[config.mk]
export PLATFORM = sky130hd
export DESIGN_NAME = input_event_concentrator
export DESIGN_NICKNAME = d
export VERILOG_FILES = /design/src/rtl/iec_pkg.sv /design/src/rtl/input_event_concentrator.sv
export SDC_FILE = /design/constraint.sdc
export NUM_CORES = 1
export LEC_CHECK = 0
export BUFFER_PORTS_ARGS = -buffer_cell sky130_fd_sc_hd__buf_4
export CELL_PAD_IN_SITES_DETAIL_PLACEMENT = 1
export CELL_PAD_IN_SITES_GLOBAL_PLACEMENT = 2
export CORE_MARGIN = 2
export CORE_UTILIZATION = 47
export CTS_BUF_LIST = sky130_fd_sc_hd__clkbuf_4 sky130_fd_sc_hd__clkbuf_8
export CTS_CLUSTER_SIZE = 8
export DETAILED_ROUTE_END_ITERATION = 6
export HOLD_SLACK_MARGIN = 0.08
export PLACE_DENSITY_LB_ADDON = 0.1
export SYNTH_ARGS = -nofsm -noshare
export SYNTH_HDL_FRONTEND = slang
export SYNTH_SLANG_ARGS = --single-unit
[constraint.sdc]
create_clock -name clk -period 5.9 [get_ports clk]
set_input_delay 0 -clock clk [delete_from_list [all_inputs] [get_ports clk]]
set_output_delay 0 -clock clk [all_outputs]
set_load 0.01 [all_outputs]
[src/rtl/iec_pkg.sv]
// Shared types and constants for the input event concentrator.
package iec_pkg;

	localparam int MODE_W = 3;
	localparam int CFG_IDX_W = 3;
	localparam int CFG_DATA_W = 32;
	localparam int KEY_W = 32;
	localparam int COORD_W = 16;
	localparam int PANEL_W = 15;
	localparam int STEPS_W = 16;
	localparam int CLICK_W = 8;

	localparam logic [MODE_W-1:0] MODE_POINTER = 3'd0;
	localparam logic [MODE_W-1:0] MODE_KEY_PUSH = 3'd1;
	localparam logic [MODE_W-1:0] MODE_WHEEL = 3'd2;
	localparam logic [MODE_W-1:0] MODE_KEY_POP = 3'd3;
	localparam logic [MODE_W-1:0] MODE_ENC_READ = 3'd4;

	localparam logic [CFG_IDX_W-1:0] REG_PANEL_WIDTH = 3'd0;
	localparam logic [CFG_IDX_W-1:0] REG_PANEL_HEIGHT = 3'd1;
	localparam logic [CFG_IDX_W-1:0] REG_WHEEL_AS_KEYS = 3'd2;
	localparam logic [CFG_IDX_W-1:0] REG_UP_KEY_CODE = 3'd3;
	localparam logic [CFG_IDX_W-1:0] REG_DOWN_KEY_CODE = 3'd4;

	localparam logic [PANEL_W-1:0] PANEL_WIDTH_RST = 15'd800;
	localparam logic [PANEL_W-1:0] PANEL_HEIGHT_RST = 15'd480;
	localparam logic [KEY_W-1:0] UP_KEY_RST = 32'd17;
	localparam logic [KEY_W-1:0] DOWN_KEY_RST = 32'd18;

	localparam logic signed [STEPS_W+1:0] STEPS_MAX = 18'sd32767;
	localparam logic signed [STEPS_W+1:0] STEPS_MIN = -18'sd32768;

	typedef struct packed {
		logic press;
		logic [KEY_W-1:0] code;
	} key_entry_t;

endpackage

[src/rtl/input_event_concentrator.sv]
// Input event concentrator: pointer clamp, key ring in RAM, wheel to encoder or key pairs.
// Every accepted item passes through the response state, which raises done; wheel in key
// mode first writes a press and a release per rounded click (one ring write per cycle).
// A new item is accepted only while idle; busy stays high until done.
// The key ring is a single-port-write RAM with a registered read; it is not cleared.
// Reset clears pointers, encoder count, stored pointer and registers to defaults.
// The receiver cannot stall: done is high for exactly one cycle per item.
module input_event_concentrator #(
	parameter int RING_DEPTH = 16
) (
	input  logic                              clk,
	input  logic                              arst_n,
	input  logic                              start,
	output logic                              busy,
	input  logic [iec_pkg::MODE_W-1:0]        mode,
	input  logic signed [iec_pkg::COORD_W-1:0] pos_x,
	input  logic signed [iec_pkg::COORD_W-1:0] pos_y,
	input  logic                              pressed,
	input  logic [iec_pkg::KEY_W-1:0]         key_in,
	input  logic signed [iec_pkg::COORD_W-1:0] wheel_delta,
	input  logic                              cfg_valid,
	output logic                              cfg_ready,
	input  logic [iec_pkg::CFG_IDX_W-1:0]     cfg_index,
	input  logic [iec_pkg::CFG_DATA_W-1:0]    cfg_data,
	output logic                              done,
	output logic                              key_valid,
	output logic [iec_pkg::KEY_W-1:0]         key_out,
	output logic                              key_out_pressed,
	output logic                              more_keys,
	output logic signed [iec_pkg::STEPS_W-1:0] encoder_steps,
	output logic [iec_pkg::PANEL_W-1:0]       pointer_x,
	output logic [iec_pkg::PANEL_W-1:0]       pointer_y,
	output logic                              pointer_pressed
);
	import iec_pkg::*;

	localparam int AW = (RING_DEPTH > 1) ? $clog2(RING_DEPTH) : 1;
	localparam int PW = AW + 1;
	localparam logic [PW-1:0] DEPTH_P = PW'(RING_DEPTH);
	localparam logic [PW-1:0] SPAN_LAST = PW'(2 * RING_DEPTH - 1);
	localparam int PCNT_W = CLICK_W + 1;

	typedef enum logic [1:0] {
		S_IDLE,
		S_PUSH,
		S_RESP
	} state_t;

	state_t state_q;

	// configuration
	logic [PANEL_W-1:0] panel_w_q, panel_h_q;
	logic wheel_keys_q;
	logic [KEY_W-1:0] up_key_q, down_key_q;

	// block state
	logic [PW-1:0] head_q, tail_q;
	logic signed [STEPS_W-1:0] accum_q;
	logic [PANEL_W-1:0] stored_x_q, stored_y_q;
	logic stored_press_q;

	logic [MODE_W-1:0] mode_q;
	logic pop_valid_q;
	logic [PCNT_W-1:0] push_cnt_q;
	logic [KEY_W-1:0] push_key_q;
	logic push_press_q;

	// key ring
	key_entry_t ring_mem [RING_DEPTH];
	key_entry_t rd_data_q;
	key_entry_t mem_wdata;
	logic mem_we;
	logic [AW-1:0] mem_waddr;

	// result registers
	logic done_q, key_valid_q, key_press_q, more_q;
	logic [KEY_W-1:0] key_out_q;
	logic signed [STEPS_W-1:0] steps_q;

	function automatic logic [PW-1:0] ptr_inc(input logic [PW-1:0] p);
		return (p == SPAN_LAST) ? '0 : p + PW'(1);
	endfunction

	function automatic logic [AW-1:0] ptr_slot(input logic [PW-1:0] p);
		return (p >= DEPTH_P) ? AW'(p - DEPTH_P) : AW'(p);
	endfunction

	logic accept;
	logic [PW-1:0] fill;
	logic ring_empty, ring_full;
	logic [PANEL_W-1:0] w_eff, h_eff, clamp_x, clamp_y;
	logic in_panel;
	logic [COORD_W:0] whl_abs, whl_rnd;
	logic [CLICK_W-1:0] whl_mag;
	logic signed [STEPS_W+1:0] enc_sum;
	logic signed [STEPS_W-1:0] enc_sat;

	assign accept = start && (state_q == S_IDLE);
	assign busy = (state_q != S_IDLE);
	assign cfg_ready = (state_q == S_IDLE);

	// fill level modulo twice the depth
	always_comb begin
		if (head_q >= tail_q) begin
			fill = head_q - tail_q;
		end else begin
			fill = PW'(head_q + SPAN_LAST + PW'(1) - tail_q);
		end
	end
	assign ring_empty = (head_q == tail_q);
	assign ring_full = (fill >= DEPTH_P);

	// pointer clamp; zero panel size acts as one
	always_comb begin
		w_eff = (panel_w_q == '0) ? PANEL_W'(1) : panel_w_q;
		h_eff = (panel_h_q == '0) ? PANEL_W'(1) : panel_h_q;
		in_panel = !pos_x[COORD_W-1] && !pos_y[COORD_W-1]
			&& (pos_x[PANEL_W-1:0] < w_eff) && (pos_y[PANEL_W-1:0] < h_eff);
		if (pos_x[COORD_W-1]) begin
			clamp_x = '0;
		end else if (pos_x[PANEL_W-1:0] >= w_eff) begin
			clamp_x = w_eff - PANEL_W'(1);
		end else begin
			clamp_x = pos_x[PANEL_W-1:0];
		end
		if (pos_y[COORD_W-1]) begin
			clamp_y = '0;
		end else if (pos_y[PANEL_W-1:0] >= h_eff) begin
			clamp_y = h_eff - PANEL_W'(1);
		end else begin
			clamp_y = pos_y[PANEL_W-1:0];
		end
	end

	// wheel: round magnitude half away from zero, then saturate the step count
	always_comb begin
		if (wheel_delta[COORD_W-1]) begin
			whl_abs = (COORD_W+1)'(0) - (COORD_W+1)'(wheel_delta);
		end else begin
			whl_abs = (COORD_W+1)'(wheel_delta);
		end
		whl_rnd = whl_abs + (COORD_W+1)'(128);
		whl_mag = CLICK_W'(whl_rnd >> 8);
		if (wheel_delta[COORD_W-1]) begin
			enc_sum = (STEPS_W+2)'(accum_q) + (STEPS_W+2)'(whl_mag);
		end else begin
			enc_sum = (STEPS_W+2)'(accum_q) - (STEPS_W+2)'(whl_mag);
		end
		if (enc_sum > STEPS_MAX) begin
			enc_sat = STEPS_W'(STEPS_MAX);
		end else if (enc_sum < STEPS_MIN) begin
			enc_sat = STEPS_W'(STEPS_MIN);
		end else begin
			enc_sat = STEPS_W'(enc_sum);
		end
	end

	// ring write port
	always_comb begin
		mem_we = (accept && (mode == MODE_KEY_PUSH)) || (state_q == S_PUSH);
		mem_waddr = ptr_slot(head_q);
		if (state_q == S_PUSH) begin
			mem_wdata.press = push_press_q;
			mem_wdata.code = push_key_q;
		end else begin
			mem_wdata.press = pressed;
			mem_wdata.code = key_in;
		end
	end

	always_ff @(posedge clk) begin
		if (mem_we) begin
			ring_mem[mem_waddr] <= mem_wdata;
		end
		if (accept && (mode == MODE_KEY_POP)) begin
			rd_data_q <= ring_mem[ptr_slot(tail_q)];
		end
	end

	// configuration registers
	always_ff @(posedge clk or negedge arst_n) begin
		if (!arst_n) begin
			panel_w_q <= PANEL_WIDTH_RST;
			panel_h_q <= PANEL_HEIGHT_RST;
			wheel_keys_q <= 1'b0;
			up_key_q <= UP_KEY_RST;
			down_key_q <= DOWN_KEY_RST;
		end else if (cfg_valid && cfg_ready) begin
			case (cfg_index)
				REG_PANEL_WIDTH: panel_w_q <= cfg_data[PANEL_W-1:0];
				REG_PANEL_HEIGHT: panel_h_q <= cfg_data[PANEL_W-1:0];
				REG_WHEEL_AS_KEYS: wheel_keys_q <= cfg_data[0];
				REG_UP_KEY_CODE: up_key_q <= cfg_data[KEY_W-1:0];
				REG_DOWN_KEY_CODE: down_key_q <= cfg_data[KEY_W-1:0];
				default: ;
			endcase
		end
	end

	// sequencer, block state and result registers
	always_ff @(posedge clk or negedge arst_n) begin
		if (!arst_n) begin
			state_q <= S_IDLE;
			head_q <= '0;
			tail_q <= '0;
			accum_q <= '0;
			stored_x_q <= '0;
			stored_y_q <= '0;
			stored_press_q <= 1'b0;
			mode_q <= MODE_POINTER;
			pop_valid_q <= 1'b0;
			push_cnt_q <= '0;
			push_key_q <= '0;
			push_press_q <= 1'b0;
			done_q <= 1'b0;
			key_valid_q <= 1'b0;
			key_out_q <= '0;
			key_press_q <= 1'b0;
			more_q <= 1'b0;
			steps_q <= '0;
		end else begin
			done_q <= 1'b0;
			case (state_q)
				S_IDLE: begin
					if (accept) begin
						mode_q <= mode;
						pop_valid_q <= 1'b0;
						state_q <= S_RESP;
						case (mode)
							MODE_POINTER: begin
								stored_x_q <= clamp_x;
								stored_y_q <= clamp_y;
								stored_press_q <= pressed && in_panel;
							end
							MODE_KEY_PUSH: begin
								head_q <= ptr_inc(head_q);
								if (ring_full) begin
									tail_q <= ptr_inc(tail_q);
								end
							end
							MODE_WHEEL: begin
								if (whl_mag != '0) begin
									if (wheel_keys_q) begin
										// each click is a press then a release
										push_cnt_q <= {whl_mag, 1'b0};
										push_key_q <= wheel_delta[COORD_W-1] ? down_key_q
											: up_key_q;
										push_press_q <= 1'b1;
										state_q <= S_PUSH;
									end else begin
										accum_q <= enc_sat;
									end
								end
							end
							MODE_KEY_POP: begin
								if (!ring_empty) begin
									tail_q <= ptr_inc(tail_q);
									pop_valid_q <= 1'b1;
								end
							end
							default: ;
						endcase
					end
				end
				S_PUSH: begin
					head_q <= ptr_inc(head_q);
					if (ring_full) begin
						tail_q <= ptr_inc(tail_q);
					end
					push_press_q <= !push_press_q;
					push_cnt_q <= push_cnt_q - PCNT_W'(1);
					if (push_cnt_q == PCNT_W'(1)) begin
						state_q <= S_RESP;
					end
				end
				S_RESP: begin
					done_q <= 1'b1;
					key_valid_q <= pop_valid_q;
					key_out_q <= pop_valid_q ? rd_data_q.code : '0;
					key_press_q <= pop_valid_q && rd_data_q.press;
					more_q <= !ring_empty;
					steps_q <= accum_q;
					// read and clear
					if (mode_q == MODE_ENC_READ) begin
						accum_q <= '0;
					end
					state_q <= S_IDLE;
				end
				default: state_q <= S_IDLE;
			endcase
		end
	end

	assign done = done_q;
	assign key_valid = key_valid_q;
	assign key_out = key_out_q;
	assign key_out_pressed = key_press_q;
	assign more_keys = more_q;
	assign encoder_steps = steps_q;
	assign pointer_x = stored_x_q;
	assign pointer_y = stored_y_q;
	assign pointer_pressed = stored_press_q;

endmodule

==> metrics.md <==
| Metric | Value |
|---|---|
| Status | `complete, no violations` |
| Yosys reg bits | `813` |
| P&R area growth vs syn | `21.6%` |
| Cell taking the most area after synthesis | `edfxtp_1` |
| Leakage | `0.0161 uW` |
| Max cap viols | `0` |
| Initial core utilization | `47.4%` |
| Setup tns final | `0 ns` |
| Fillers | `6882` |
| Unique masters post-synth | `80` |
| Combinational power share | `25.7%` |
| IO buf count | `207` |
| GPL Wtd Cong | `0.823` |
| Share of post-route cells with drive strength above 1 | `29.3%` |
| Simple-gate share of the synthesized area | `6.24%` |
| Die H | `275 um` |
| Synth area leaders | `edfxtp_1 49%, dfrtp_1 17%, mux4_2 11%, mux2_2 3.8%, nand2_1 3.1%` |
| First-pass GRT wire length | `138 mm` |
| HP Start | `pos_y[15]` |
| Fin util | `57.7%` |
| Final Hold Viols | `0` |
| PwrDens | `402 nW/um2` |
| Sw power | `5000 uW` |
| CTS tree | `done` |
| Clock root cell | `clkbuf_8` |
| Post-Synth Adder-Cell Area | `2.37%` |
| Post-synthesis mux area share | `16.1%` |
| Multi-input gate area | `10800 um2` |
| Clock Pin Slew Worst Setup and Hold Paths | `0.06 ns` |
| Worst path arrival time | `6.05 ns` |
| CP endpoint kind | `flop` |
| Int Pwr | `11900 uW` |
| # rows | `99` |
| Nets | `2842` |
| Clock share of power | `30.4%` |
| Register area share after synthesis | `66.9%` |
| GRT overflow | `0` |
| Mapped Area | `34600 um2` |
| Htree depth | `4` |
| Post-Synthesis Cells | `2182` |
| Vias/cell | `5.63` |
| Synth async-reset ratio | `31.0%` |
| Crit Path Max Fanout | `15` |
| Post-DRT Antenna Nets | `0` |
| TritonCTS Buffers | `138` |
| Sequential Power Share | `43.9%` |
| Die area | `75800 um2` |
| Largest family of logic cells by synthesized area | `multiplexers` |
| Yosys warning count | `0` |
| Dpl hpwl | `53.2 mm` |
| Std-Cell Core Area | `73000 um2` |
| Total GRT Usage | `24.7%` |
| CP Class | `input pin to flop` |
| Worst VDD drop | `0.248 mV` |
| Boundary Pins | `208` |
| Skew final | `0.0368 ns` |
| Initial antenna violation count | `3` |
| Area fraction in compound gates after synthesis | `5.16%` |
| Count of pins over their slew limit | `0` |
| Vias in the first global route | `22700` |
| Largest net degree at the start of global routing | `97` |
| Reg area | `23200 um2` |
| DR WL/cell | `24.5 um` |
| RSZ-0062 raised after global routing | `no` |
| Clk Latency, worst-skew pair | `0.78 ns` |
| Xor-xnor portion of the synthesized cell area | `1.39%` |
| Area fraction of the dominant cell type after synthesis | `48.7%` |
| Initial DRC count | `1625` |
| Drt total wl | `91.3 mm` |
| Worst Setup SP | `wheel_delta[7]` |
| Clock Path Buffers | `3` |
| Routed vias | `20900` |
| Minimum clock period | `5.36 ns` |
| Final Cycle Share | `90.8%` |
| Switching share of power | `29.5%` |
| Drt drc | `0` |
| Horiz. Die Dim | `275 um` |
| Startpoint Class | `input pin` |
| EDFF count, synth | `561` |
| Syn nets | `2370` |
| Syn Area/Cell | `15.9 um2` |
| Peak Freq | `187 MHz` |
| Final setup violation count | `0` |
| CP required | `6.59 ns` |
| Ys flop type | `edfxtp_1` |
| Tightest Pin Transition | `0.969 ns` |
| Slew margin rel. | `35.3%` |
| TritonRoute pass-1 iters | `5` |
| Post-CTS Setup Inserts | `0` |
| Clk sinks | `813` |
| HP Class | `input pin to flop` |
| Worst r2r src | `panel_w_q[2]` |
[what timing repair did]
item,CTS,global route
setup endpoints to repair,0,15
hold buffers,190,0
gates resized for setup,0,1
endpoints found under the hold margin,838,0
[flip-flops by register name, indices dropped and copies added, names as in the netlist, 2 cells and up]
register and count:
key_out 32, push_cnt_q 9, push_key_q 32, pointer_x 15, state_q 2, panel_w_q 15
down_key_q 32, accum_q 16, tail_q 5, ring_mem 528, head_q 5, rd_data_q 33
mode_q 3, pointer_y 15, up_key_q 32, encoder_steps 16, panel_h_q 15
[critical path: stages]
cell           delay [ns]
dlygate4sd3_1        0.54
buf_4                0.16
or3_1                0.45
nand2_1              0.11
xnor2_1              0.12
ha_1                 0.21
nand2_1              0.09
nor3_1               0.19
a221o_1              0.25
a211oi_2             0.06
a2111oi_4            0.36
and3_1               0.28
ha_1                 0.26
inv_1                0.05
o21ai_0              0.10
ha_1                 0.22
and3_1               0.16
or4_1                0.40
a21oi_1              0.20
a21boi_0             0.14
o21ai_1              0.32
mux2i_1              0.31
o21ai_0              0.20
a211oi_4             0.59
a221o_1              0.26
[power by group through the flow]
stage               logic [uW]  clock network, uW  registers (uW)
floorplan                 3060                  0            7300
global placement          4110                  0            7510
detailed placement        4240                  0            7550
CTS                       4410               5270            7440
global route              4800               5510            7520
finish                    4360               5150            7430
[worst paths after layout]
kind | endpoint | slack (ns) | depth (start not counted)
worst min register to register | push_press_q | 0.48 | 1
worst max register to register | pointer_x[1] | 0.86 | 20
min in group asynchronous | down_key_q[4] | 0.41 | 3
worst max-delay path | accum_q[0] | 0.54 | 25
max in group asynchronous | down_key_q[24] | 4.61 | 4
worst min-delay path | pointer_y[1] | 0.16 | 4
[synth_stat cells (all sizes together), types with 18 or more instances]
cell type / n
mux2i: 51
nand2: 287
o21ai: 130
nor2: 59
ha: 64
edfxtp: 561
buf: 32
mux2: 118
and3: 18
mux4: 165
inv: 55
dfrtp: 241
a21oi: 37
clkbuf: 78
nor3: 19
xnor2: 44
[layout make-up]
cell class | instances | area share, %
well taps | 959 | 2.85
flip-flops and latches | 813 | 55.1
repair buffers | 442 | 9.10
clock buffers | 209 | 5.99
diodes | 3 | 0.0178
multi-input cells | 1204 | 25.8
inverters | 55 | 0.493
clock inverters | 37 | 0.728
[through the flow]
step / hold slack (ns) / setup WS [ns] / power (uW) / cell area (um2) / instances
6_report: 0.159 / 0.544 / 16900 / 42100 / 3722
4_1_cts: 0.0825 / 0.431 / 17100 / 42100 / 3719
3_3_place_gp: 0.122 / -0.127 / 11600 / 37300 / 3283
5_1_grt: 0.129 / 0.147 / 17800 / 42100 / 3721
3_5_place_dp: 0.133 / -0.370 / 11800 / 37300 / 3283
2_1_floorplan: -0.296 / 0.0158 / 10400 / 34600 / 2182
[metal layers]
layer,vias to the layer above,part of all wire [%],GRT usage (%)
met1,10900,42,32.6
li1,9282,-,-
met2,557,50,41.3
met3,170,4.7,4.43
met4,2,3.0,8.83
met5,-,0.015,0
[logic make-up (layout without fill, tap and decap cells)]
| group | count (synthesis) | after routing |
|---|---|---|
| adder cells (fa/ha/maj) | 65 | 65 |
| AND/OR/NAND/NOR | 477 | 477 |
| buffers and inverters | 165 | 743 |
| flip-flops | 813 | 813 |
| XOR/XNOR | 52 | 52 |
| AO/OA/AOI/OAI | 276 | 276 |
| other | 0 | 3 |
| multiplexers | 334 | 334 |
[cells in the final DEF (no fill, tap or decap), types with 43 or more instances in the layout]
| master | netlist | final |
|---|---|---|
| edfxtp_1 | 561 | 561 |
| nand2_1 | 287 | 287 |
| buf_4 | 1 | 250 |
| dfrtp_1 | 241 | 239 |
| dlygate4sd3_1 | 0 | 189 |
| mux4_2 | 165 | 165 |
| clkbuf_8 | 0 | 152 |
| mux2_2 | 118 | 118 |
| o21ai_0 | 94 | 93 |
| ha_1 | 64 | 64 |
| nor2_1 | 59 | 58 |
| clkbuf_4 | 0 | 57 |
| inv_1 | 54 | 54 |
| mux2i_1 | 51 | 51 |
| xnor2_1 | 43 | 43 |
(Power assumes the default switching activity.)
